## src/rtl/lfb_pkg.sv

```systemverilog
// Shared types and constants for the LED matrix chain frame builder.
package lfb_pkg;

	localparam int CHAIN_MAX_DEF = 8;
	localparam int ROWS          = 8;

	localparam int CMD_W   = 3;
	localparam int DEV_W   = 3;
	localparam int ROW_W   = 3;
	localparam int COL_W   = 3;
	localparam int VAL_W   = 8;
	localparam int OPC_W   = 4;
	localparam int CNT_W   = 4;
	localparam int BYTE_W  = 8;
	localparam int WORD_W  = 16;
	localparam int IN_TDATA_W  = 24;
	localparam int OUT_TDATA_W = 16;

	localparam logic [OPC_W-1:0]  OP_NOP       = 4'd0;
	localparam logic [OPC_W-1:0]  OP_BRIGHT    = 4'd10;
	localparam logic [OPC_W-1:0]  OP_SCAN_LIM  = 4'd11;
	localparam logic [OPC_W-1:0]  OP_POWER     = 4'd12;
	localparam logic [VAL_W-1:0]  INTENSITY_LEVELS = 8'd16;
	localparam logic [VAL_W-1:0]  SCAN_LIMITS      = 8'd8;
	localparam logic [BYTE_W-1:0] LED_TOP_BIT      = 8'h80;
	localparam logic [ROW_W-1:0]  LAST_FRAME       = 3'd7;

	typedef enum logic [CMD_W-1:0] {
		CMD_SET_LED   = 3'd0,
		CMD_CLEAR     = 3'd1,
		CMD_INTENSITY = 3'd2,
		CMD_SCANLIMIT = 3'd3,
		CMD_SHUTDOWN  = 3'd4,
		CMD_RAW       = 3'd5
	} command_t;

	typedef enum logic [1:0] {
		ST_IDLE,
		ST_READ,
		ST_EMIT
	} state_t;

	typedef struct packed {
		logic load;
		logic update;
		logic step;
	} dp_ctl_t;

	typedef struct packed {
		logic ok;
		logic set_led;
		logic last_word;
		logic out_free;
	} dp_sts_t;

endpackage

```

## src/rtl/lfb_ram.sv

```systemverilog
// Generic single-write, single-read RAM with registered read data.
module lfb_ram #(
	parameter int WIDTH = 8,
	parameter int DEPTH = 64
) (
	input  logic                     clk,
	input  logic                     we,
	input  logic [$clog2(DEPTH)-1:0] waddr,
	input  logic [WIDTH-1:0]         wdata,
	input  logic                     re,
	input  logic [$clog2(DEPTH)-1:0] raddr,
	output logic [WIDTH-1:0]         rdata
);

	logic [WIDTH-1:0] mem_q [DEPTH];

	always_ff @(posedge clk) begin
		if (we) begin
			mem_q[waddr] <= wdata;
		end
		if (re) begin
			rdata <= mem_q[raddr];
		end
	end

endmodule

```

## src/rtl/lfb_ctrl.sv

```systemverilog
// Command sequencer for the frame builder.
module lfb_ctrl (
	input  logic              clk,
	input  logic              arst_n,
	input  logic              in_valid,
	output logic              in_ready,
	input  lfb_pkg::dp_sts_t  sts,
	output lfb_pkg::dp_ctl_t  ctl
);

	lfb_pkg::state_t state_q, state_d;

	always_ff @(posedge clk or negedge arst_n) begin
		if (!arst_n) begin
			state_q <= lfb_pkg::ST_IDLE;
		end else begin
			state_q <= state_d;
		end
	end

	always_comb begin
		state_d = state_q;
		case (state_q)
			lfb_pkg::ST_IDLE: begin
				if (in_valid && sts.ok) begin
					state_d = sts.set_led ? lfb_pkg::ST_READ : lfb_pkg::ST_EMIT;
				end
			end
			lfb_pkg::ST_READ: begin
				state_d = lfb_pkg::ST_EMIT;
			end
			lfb_pkg::ST_EMIT: begin
				if (sts.out_free && sts.last_word) begin
					state_d = lfb_pkg::ST_IDLE;
				end
			end
			default: begin
				state_d = lfb_pkg::ST_IDLE;
			end
		endcase
	end

	always_comb begin
		in_ready   = 1'b0;
		ctl.load   = 1'b0;
		ctl.update = 1'b0;
		ctl.step   = 1'b0;
		case (state_q)
			lfb_pkg::ST_IDLE: begin
				in_ready = 1'b1;
				ctl.load = in_valid && sts.ok;
			end
			lfb_pkg::ST_READ: begin
				ctl.update = 1'b1;
			end
			lfb_pkg::ST_EMIT: begin
				ctl.step = sts.out_free;
			end
			default: begin
				in_ready = 1'b0;
			end
		endcase
	end

endmodule

```

## src/rtl/lfb_dp.sv

```systemverilog
// Datapath: chain length, shadow bitmap, frame counters and output register.
module lfb_dp #(
	parameter int CHAIN_MAX = lfb_pkg::CHAIN_MAX_DEF
) (
	input  logic                        clk,
	input  logic                        arst_n,
	input  logic                        cfg_we,
	input  logic [lfb_pkg::CNT_W-1:0]   cfg_data,
	input  logic [lfb_pkg::CMD_W-1:0]   command,
	input  logic [lfb_pkg::DEV_W-1:0]   device,
	input  logic [lfb_pkg::ROW_W-1:0]   row,
	input  logic [lfb_pkg::COL_W-1:0]   col,
	input  logic                        flag,
	input  logic [lfb_pkg::VAL_W-1:0]   value,
	input  logic [lfb_pkg::OPC_W-1:0]   opcode,
	input  lfb_pkg::dp_ctl_t            ctl,
	output lfb_pkg::dp_sts_t            sts,
	output logic                        out_valid,
	input  logic                        out_ready,
	output logic [lfb_pkg::WORD_W-1:0]  word,
	output logic                        frame_end,
	output logic                        last
);

	localparam int DEPTH  = CHAIN_MAX * lfb_pkg::ROWS;
	localparam int ADDR_W = $clog2(DEPTH);
	localparam logic [lfb_pkg::CNT_W-1:0] MAX_CNT = lfb_pkg::CNT_W'(CHAIN_MAX);

	logic [lfb_pkg::CNT_W-1:0]  dev_count_q;
	lfb_pkg::command_t          cmd_in, cmd_q;
	logic [lfb_pkg::DEV_W-1:0]  dev_q;
	logic [lfb_pkg::COL_W-1:0]  col_q;
	logic                       flag_q;
	logic [lfb_pkg::OPC_W-1:0]  op_q, op_ld, op_cur;
	logic [lfb_pkg::BYTE_W-1:0] data_q, data_ld, data_cur;
	logic [ADDR_W-1:0]          addr_in, addr_q;
	logic [DEPTH-1:0]           vld_q, vld_d;
	logic [lfb_pkg::DEV_W-1:0]  pos_q, pos_first;
	logic [lfb_pkg::ROW_W-1:0]  frame_q;
	logic [lfb_pkg::BYTE_W-1:0] ram_rdata, shadow_old, shadow_new, led_mask;
	logic                       dev_ok, cmd_ok;
	logic                       out_valid_q, frame_end_q, last_q;
	logic [lfb_pkg::WORD_W-1:0] word_q, word_nxt;

	assign cmd_in    = lfb_pkg::command_t'(command);
	assign addr_in   = ADDR_W'({device, row});
	assign pos_first = lfb_pkg::DEV_W'(dev_count_q - 4'd1);

	// chain length register
	always_ff @(posedge clk or negedge arst_n) begin
		if (!arst_n) begin
			dev_count_q <= MAX_CNT;
		end else if (cfg_we) begin
			if (cfg_data == '0 || cfg_data > MAX_CNT) begin
				dev_count_q <= MAX_CNT;
			end else begin
				dev_count_q <= cfg_data;
			end
		end
	end

	// command check and per-command word contents
	always_comb begin
		dev_ok  = {1'b0, device} < dev_count_q;
		cmd_ok  = 1'b0;
		op_ld   = lfb_pkg::OP_NOP;
		data_ld = '0;
		case (cmd_in)
			lfb_pkg::CMD_SET_LED: begin
				cmd_ok = 1'b1;
				op_ld  = {1'b0, row} + 4'd1;
			end
			lfb_pkg::CMD_CLEAR: begin
				cmd_ok = 1'b1;
			end
			lfb_pkg::CMD_INTENSITY: begin
				cmd_ok  = value < lfb_pkg::INTENSITY_LEVELS;
				op_ld   = lfb_pkg::OP_BRIGHT;
				data_ld = value;
			end
			lfb_pkg::CMD_SCANLIMIT: begin
				cmd_ok  = value < lfb_pkg::SCAN_LIMITS;
				op_ld   = lfb_pkg::OP_SCAN_LIM;
				data_ld = value;
			end
			lfb_pkg::CMD_SHUTDOWN: begin
				cmd_ok  = 1'b1;
				op_ld   = lfb_pkg::OP_POWER;
				data_ld = flag ? 8'd0 : 8'd1;
			end
			lfb_pkg::CMD_RAW: begin
				cmd_ok  = 1'b1;
				op_ld   = opcode;
				data_ld = value;
			end
			default: begin
				cmd_ok = 1'b0;
			end
		endcase
	end

	assign sts.ok        = dev_ok && cmd_ok;
	assign sts.set_led   = (cmd_in == lfb_pkg::CMD_SET_LED);
	assign sts.last_word = (pos_q == '0)
		&& (cmd_q != lfb_pkg::CMD_CLEAR || frame_q == lfb_pkg::LAST_FRAME);
	assign sts.out_free  = !out_valid_q || out_ready;

	// shadow read-modify-write; entries without a valid bit read as zero
	assign led_mask   = lfb_pkg::LED_TOP_BIT >> col_q;
	assign shadow_old = vld_q[addr_q] ? ram_rdata : '0;
	assign shadow_new = flag_q ? (shadow_old | led_mask) : (shadow_old & ~led_mask);

	lfb_ram #(
		.WIDTH(lfb_pkg::BYTE_W),
		.DEPTH(DEPTH)
	) u_shadow (
		.clk  (clk),
		.we   (ctl.update),
		.waddr(addr_q),
		.wdata(shadow_new),
		.re   (ctl.load),
		.raddr(addr_in),
		.rdata(ram_rdata)
	);

	always_comb begin
		vld_d = vld_q;
		if (ctl.load && cmd_in == lfb_pkg::CMD_CLEAR) begin
			for (int i = 0; i < lfb_pkg::ROWS; i++) begin
				vld_d[ADDR_W'({device, 3'(i)})] = 1'b0;
			end
		end
		if (ctl.update) begin
			vld_d[addr_q] = 1'b1;
		end
	end

	always_ff @(posedge clk or negedge arst_n) begin
		if (!arst_n) begin
			vld_q <= '0;
		end else begin
			vld_q <= vld_d;
		end
	end

	// command registers
	always_ff @(posedge clk) begin
		if (ctl.load) begin
			cmd_q  <= cmd_in;
			dev_q  <= device;
			col_q  <= col;
			flag_q <= flag;
			op_q   <= op_ld;
			addr_q <= addr_in;
		end
		if (ctl.load) begin
			data_q <= data_ld;
		end else if (ctl.update) begin
			data_q <= shadow_new;
		end
	end

	// position in frame and frame number
	always_ff @(posedge clk or negedge arst_n) begin
		if (!arst_n) begin
			pos_q   <= '0;
			frame_q <= '0;
		end else if (ctl.load) begin
			pos_q   <= pos_first;
			frame_q <= '0;
		end else if (ctl.step) begin
			if (pos_q == '0) begin
				pos_q   <= pos_first;
				frame_q <= frame_q + 3'd1;
			end else begin
				pos_q <= pos_q - 3'd1;
			end
		end
	end

	assign op_cur   = (cmd_q == lfb_pkg::CMD_CLEAR) ? ({1'b0, frame_q} + 4'd1) : op_q;
	assign data_cur = (cmd_q == lfb_pkg::CMD_CLEAR) ? '0 : data_q;
	assign word_nxt = (pos_q == dev_q) ? {4'b0000, op_cur, data_cur} : '0;

	// output register
	always_ff @(posedge clk or negedge arst_n) begin
		if (!arst_n) begin
			out_valid_q <= 1'b0;
		end else if (ctl.step) begin
			out_valid_q <= 1'b1;
		end else if (out_ready) begin
			out_valid_q <= 1'b0;
		end
	end

	always_ff @(posedge clk) begin
		if (ctl.step) begin
			word_q      <= word_nxt;
			frame_end_q <= (pos_q == '0);
			last_q      <= sts.last_word;
		end
	end

	assign out_valid = out_valid_q;
	assign word      = word_q;
	assign frame_end = frame_end_q;
	assign last      = last_q;

endmodule

```

## src/rtl/led_matrix_chain_frame_builder.sv

```systemverilog
// Top level of the LED matrix chain frame builder.
//
//  channel  | signals                                   | beat
//  ---------+-------------------------------------------+------------------------------
//  s_axis   | tvalid tready tdata[23:0] tuser[2:0]      | one command
//  m_axis   | tvalid tready tdata[15:0] tuser[0] tlast  | one chain word
//  cfg      | cfg_we cfg_data[3:0]                      | chain length write
//
// A command is accepted in the idle state, then its words go out in order: device_count
// words per frame, eight frames for clear device, one frame for the others. Set LED first
// passes a read state for the shadow RAM read. A rejected command is taken and sends no words.
// Reset clears the shadow bitmap at once through per-entry valid bits.
// Output stalls hold the word sequencer; the next command is taken while
// the last word of the previous one still waits in the output register.
module led_matrix_chain_frame_builder #(
	parameter int CHAIN_MAX = lfb_pkg::CHAIN_MAX_DEF
) (
	input  logic                               clk,
	input  logic                               arst_n,
	input  logic                               cfg_we,
	input  logic [lfb_pkg::CNT_W-1:0]          cfg_data,
	input  logic                               s_axis_tvalid,
	output logic                               s_axis_tready,
	// device[2:0] row[5:3] col[8:6] flag[9] value[17:10] opcode[21:18], zero pad
	input  logic [lfb_pkg::IN_TDATA_W-1:0]     s_axis_tdata,
	// command[2:0]
	input  logic [lfb_pkg::CMD_W-1:0]          s_axis_tuser,
	output logic                               m_axis_tvalid,
	input  logic                               m_axis_tready,
	// word[15:0]
	output logic [lfb_pkg::OUT_TDATA_W-1:0]    m_axis_tdata,
	// frame_end[0]
	output logic [0:0]                         m_axis_tuser,
	output logic                               m_axis_tlast
);

	lfb_pkg::dp_ctl_t ctl;
	lfb_pkg::dp_sts_t sts;
	logic             frame_end;

	lfb_ctrl u_ctrl (
		.clk     (clk),
		.arst_n  (arst_n),
		.in_valid(s_axis_tvalid),
		.in_ready(s_axis_tready),
		.sts     (sts),
		.ctl     (ctl)
	);

	lfb_dp #(
		.CHAIN_MAX(CHAIN_MAX)
	) u_dp (
		.clk      (clk),
		.arst_n   (arst_n),
		.cfg_we   (cfg_we),
		.cfg_data (cfg_data),
		.command  (s_axis_tuser),
		.device   (s_axis_tdata[2:0]),
		.row      (s_axis_tdata[5:3]),
		.col      (s_axis_tdata[8:6]),
		.flag     (s_axis_tdata[9]),
		.value    (s_axis_tdata[17:10]),
		.opcode   (s_axis_tdata[21:18]),
		.ctl      (ctl),
		.sts      (sts),
		.out_valid(m_axis_tvalid),
		.out_ready(m_axis_tready),
		.word     (m_axis_tdata),
		.frame_end(frame_end),
		.last     (m_axis_tlast)
	);

	assign m_axis_tuser = frame_end;

endmodule
```

## config.mk

```make
export PLATFORM = sky130hd
export DESIGN_NAME = led_matrix_chain_frame_builder
export DESIGN_NICKNAME = d
export VERILOG_FILES = /design/src/rtl/lfb_pkg.sv /design/src/rtl/lfb_ram.sv /design/src/rtl/lfb_ctrl.sv /design/src/rtl/lfb_dp.sv /design/src/rtl/led_matrix_chain_frame_builder.sv
export SDC_FILE = /design/constraint.sdc
export NUM_CORES = 1
export LEC_CHECK = 0
export BUFFER_PORTS_ARGS = -buffer_cell sky130_fd_sc_hd__clkbuf_2
export CAP_MARGIN = 15
export CORE_MARGIN = 2
export CORE_UTILIZATION = 50
export CTS_CLUSTER_DIAMETER = 200
export DETAILED_ROUTE_END_ITERATION = 6
export GPL_TIMING_DRIVEN = 0
export PLACE_DENSITY = 0.66
export SKIP_CTS_REPAIR_TIMING = 1
export SYNTH_ARGS = -nofsm -noshare
export SYNTH_HDL_FRONTEND = slang
export SYNTH_HIERARCHICAL = 1
export SYNTH_SLANG_ARGS = --single-unit
```

## constraint.sdc

```tcl
create_clock -name clk -period 9.35 [get_ports clk]
set_input_delay 1.87 -clock clk [delete_from_list [all_inputs] [get_ports clk]]
set_output_delay 1.87 -clock clk [all_outputs]
set_load 0.02 [all_outputs]
```

=== Word-level counts from Yosys, hierarchy flattened ===
Memories as Yosys holds them, arrays and structs flattened. A register that Yosys moved wholly into a read port is not among the register bits.
Index checks and enable logic that the tools add are counted.

* Flip-flop bits (word level): 123
* Bits in latches: 0
* Bits in writable memories: 512
* Bits in read-only memories: 0
* Bits of input ports: 36
* Logic and storage cells: 162
* Memories kept: 1

{| class="wikitable"
|+ Memory list
! memory !! words !! width !! rd ports !! clocked after memory_dff !! wr ports !! RTL line !! RTL
|-
| u_dp.u_shadow.mem_q || 64 || 8 || 1 || 1 || 1 || lfb_ram.sv:15 || <nowiki>logic [WIDTH-1:0] mem_q [DEPTH];</nowiki>
|}

* $add $sub $neg: 5
* Multiply operators: 0
* Divide/modulo/power cells: 0
* Magnitude comparators: 22
* Equality and inequality tests: 13
* Shifts and indexed selects: 1
* Multiplexer cells: 50
* Bitwise logic cells: 21
* Reductions and logical operators: 31

{| class="wikitable"
|+ Operators with widths
! operator !! number
|-
| 64-bit bitwise AND || 8
|-
| 64-bit 2-to-1 mux || 2
|-
| 57-bit inverter with 64-bit output || 1
|-
| 58-bit inverter with 64-bit output || 1
|-
| 59-bit inverter with 64-bit output || 1
|-
| 60-bit inverter with 64-bit output || 1
|-
| 61-bit inverter with 64-bit output || 1
|-
| 62-bit inverter with 64-bit output || 1
|-
| 63-bit inverter with 64-bit output || 1
|-
| 64-bit inverter || 1
|-
| 64-bit bitwise OR || 1
|-
| 6-bit by 7-bit less-than comparator with 1-bit output (second input constant) || 9
|-
| 6-bit by 1-bit greater-or-equal comparator with 1-bit output (second input constant) || 9
|-
| 8-bit 2-to-1 mux || 4
|-
| 1-bit demux with 3-bit select || 8
|-
| 4-bit case mux with 5 select lines || 1
|-
| 1-bit 2-to-1 mux || 19
|-
| 3-bit 2-to-1 mux || 6
|-
| 8-bit case mux with 2 select lines || 1
|-
| 1-bit logical AND || 14
|-
| 3-bit == test (second input constant) || 3
|-
| 3-bit by 1-bit adder with 4-bit output (second input constant) || 2
|-
| 8-bit bitwise AND || 1
|-
| 8-bit by 4-bit less-than comparator with 1-bit output (second input constant) || 1
|-
| other kinds (32) || 46
|}

=== Logic depth before layout (Yosys ltp) ===
* Depth after elaboration: 16
* Depth in mapped cells: 12
* Mapped depth without buffers: 12

=== Modules after synthesis ===
The synthesis kept the hierarchy.

{| class="wikitable"
|+ Modules (own cells, without submodules)
! module !! times used !! cells an instance !! area each (um2)
|-
| lfb_ram || 1 || 940 || 20246.9
|-
| lfb_dp || 1 || 500 || 5546.6
|-
| lfb_ctrl || 1 || 11 || 107.6
|}

=== Least setup slack after synthesis ===
Ideal clock, no wire load.

* Kind: input-to-reg
* Start point: in s_axis_tdata[1] (netlist name)
* End point: reg u_dp.vld_q[0]
* Arrival: 4450 ps
* Required time: 9229 ps
* Path slack: 4779 ps
* Cell stages on the path: 10
* Path buffers: 0
* Cells stage by stage: ha_1 -> o21ai_0 -> nand2b_1 -> a21oi_1 -> nor2_1 -> a21oi_1 -> and3_1 -> nor4bb_1 -> nand2_1 -> a22o_1

{| class="wikitable"
|+ RTL lines
! element !! RTL line !! RTL
|-
| start: declaration || led_matrix_chain_frame_builder.sv:25 || <nowiki>input logic [lfb_pkg::IN_TDATA_W-1:0] s_axis_tdata,</nowiki>
|-
| end signal: assignment || lfb_dp.sv:142 || <nowiki>vld_q <= vld_d;</nowiki>
|-
| end: declaration || lfb_dp.sv:37 || <nowiki>logic [DEPTH-1:0] vld_q, vld_d;</nowiki>
|}

==> metrics.md <==
| Metric | Value |
|---|---|
| Slew @ Worst Pin | 1.20 ns |
| Setup TNS | 0 ns |
| Vias in the first global route | about 14000 |
| Critical path class | in2reg |
| Crit end category | register |
| TritonCTS clock tree | yes |
| Syn Std Cell Area | approximately 26000 um^2 |
| VDD IR max | about 0.15 mV |
| Final setup margin | around 4.4 ns |
| Leak | about 10 nW |
| Mean post-synth cell area | 17.9 um^2 |
| M2 GR Usage | 37.3% |
| Critical path fanouts, max | 15 |
| Final net count | about 1600 |
| Sequential fraction of the synthesis area | roughly 72% |
| Final min period | 4.96 ns |
| Ys flop type | edfxtp_1 |
| Critical R2R Launch | u_dp/dev_q[2]$_DFFE_PP_ |
| Clk slew on worst S/H paths | roughly 0.070 ns |
| # clock sinks | ~640 |
| Worst hold start | u_dp/dev_count_q[0]$_DFFE_PN0P_ |
| Origin of the worst setup path | s_axis_tdata[1] |
| Num CTS Buffers | 61 |
| Largest net degree at the start of global routing | 47 |
| Final Max Slew Viols | 0 |
| Commonest non-fill, non-tap cell in the layout | edfxtp_1 |
| GRT Total Usage | a little under a quarter |
| Worst Setup EP | u_dp/vld_q[49]$_DFF_PN0_ |
| Row cnt | 83 |
| Hold Violations, Final | 0 |
| Grt peak-use layer | met2 |
| Outcome | finished clean |
| Cell area after placement | about 27000 um^2 |
| Rel. slew slack | between 10% and 20% |
| Max-Cap Viols | 0 |
| Number of diodes | 0 |
| Initial core utilization | between 50% and 60% |
| ANT nets after route | 0 |
| Routed wire length | ~62000 um |
| Port Buffer Count | 49 |
| GR Util met1 | 33.6% |
| Worst r2r dst | u_dp/u_shadow/mem_q[48][7]$_DFFE_PP_ |
| Die Height | between 200 and 250 um |
| Layout Cells excl Fill | between 2000 and 2500 |
| Period utilization | around 53% |
| Worst R2R Path Depth | 8 |
| Final setup fails | 0 |
| Vias | about 15000 |
| Ys async rst share | around an eighth |
| I/O Pins | 56 |
| Die ar. | approximately 54000 um^2 |
| Most frequent cells in the layout | 559 x edfxtp_1, 137 x mux4_2, 110 x nor2_1 |
| Yosys warns | 6 |
| First DRT Iteration DRCs | about 1800 |
| First-pass GRT wire length | roughly 93000 um |
| #FFs+latches synth | 636 |
| Cells after DPL | approximately 2200 |
| RSZ-0062 raised after global routing | false |
| DRC | 0 |
| Routability cong. | approximately 0.9 |
| Met3 track demand over resource | between 4 and 5% |
| Finished layout cell area | ~30000 um^2 |
| Layout area overhead | 14.2% |
| Max clock buf depth | 3 |
| H-tree levels | 2 |
| Post-DP HPWL | between 40000 and 50000 um |
| DRT Pass-1 Iters | 6 |
| Overflow after GRT | 0 |
| DR WL/cell | between 20 and 30 um |
| Overall Power | between 6 and 7 mW |
| Layout cell share with drive strength beyond 1 | 23.1% |
| Post-synth EDFFs | around 560 |
| Power density cells | around 220 nW/um^2 |
| Worst-Skew Late Latency | roughly 0.63 ns |
| FF-to-FF setup slack | about 5.5 ns |
| Library cells used by synthesis | 71 |
| Clk_skew | ~0.021 ns |
| Gate Count Post-Synth | approximately 1500 |
| Clock root buffer master | clkbuf_16 |
| Core ar. | ~50000 um^2 |
| Initial antenna violation count | 0 |
| Via/cell ratio | between 6 and 7 |
| Die Width | around 230 um |
| Critical Path AT | 5.48 ns |
| Crit path required time | between 9 and 10 ns |
| Worst slack at placement | ~3.8 ns |
| F_max | a little over 200 MHz |
| Min-Delay Path Class | reg2reg |
| Startpoint Class | primary input |
-- critical path: stages --
cell	delay (ns)
clkbuf_2	0.41
ha_1	0.31
o21ai_0	0.08
nand2b_1	0.07
a21oi_1	0.15
nor2_1	0.08
a21oi_1	0.21
and3_1	0.69
nor4bb_1	0.83
nand3_1	0.46
a22o_1	0.31
-- kinds of logic after synthesis --
group / synth area share [%]
mux: 13.8
compound gates: 5.32
flops: 72.3
buf+inv: 1.86
fa+ha+maj: 0.386
other cells: 0.0145
simple gates: 6.19
xor+xnor: 0.203
-- where the power goes --
part           switching (mW)  internal [mW]
combinational           0.380          0.213
clock                    1.07           1.54
sequential             0.0365           3.21
-- sequential cells by signal, indices dropped and copies added (netlist names), 2 cells and up --
signal and flops:
u_dp/cmd_q 3, u_dp/u_shadow/mem_q 512, u_dp/pos_q 3, u_dp/vld_q 64, u_dp/op_q 4, u_dp/dev_count_q 4
u_dp/word 12, u_ctrl/state_q 2, u_dp/data_q 8, u_dp/u_shadow/rdata 8, u_dp/addr_q 3, u_dp/col_q 3
u_dp/dev_q 3, u_dp/frame_q 3
-- per-stage QoR --
stage / utilization [%] / hold WS, ns
after detailed placement: 53.4 / 0.469
after floorplan: - / 0.439
after global placement: 52.6 / 0.459
final: 57.6 / 0.475
after global routing: 57.6 / 0.495
after CTS: 57.6 / 0.482
-- final cells by class --
type                       instances  area, um^2
fill                            3771       21700
sequential                       636       18700
multi-input combinational        732        6820
clock buffer                      66        1550
tap                              680         851
clock inverter                    48         593
timing repair buffer              64         564
buffer                            79         455
inverter                           7        26.3
-- cell usage after synthesis, drive strengths merged (23+ instances only) --
master / n / area (um^2)
a22o: 31 / 272
nor2b: 23 / 144
nand2: 90 / 338
edfxtp: 559 / 16800
buf: 45 / 328
clkbuf: 34 / 128
nor2: 111 / 419
mux4: 138 / 3110
nand3: 26 / 130
a21oi: 24 / 120
o21ai: 49 / 249
dfrtp: 76 / 1900
mux2i: 31 / 310
-- routing by layer --
metal | part of all wire (%) | routed length (um)
met5 | 0 | 0
met4 | 3.4 | 2110
met3 | 9.0 | 5590
met2 | 47 | 29100
met1 | 41 | 25700
-- how the worst min path moves through the flow --
stage                           endpoint  slack, ns  cells past startpoint
3_3_place_gp    u_dp/vld_q[61]$_DFF_PN0_       0.46                      2
2_1_floorplan  u_dp/pos_q[0]$_DFFE_PN0P_       0.44                      1
4_1_cts        u_dp/pos_q[0]$_DFFE_PN0P_       0.48                      1
3_5_place_dp    u_dp/vld_q[33]$_DFF_PN0_       0.47                      2
6_report       u_dp/pos_q[0]$_DFFE_PN0P_       0.48                      1
5_1_grt        u_dp/pos_q[0]$_DFFE_PN0P_       0.49                      1
(Power assumes the default switching activity.)
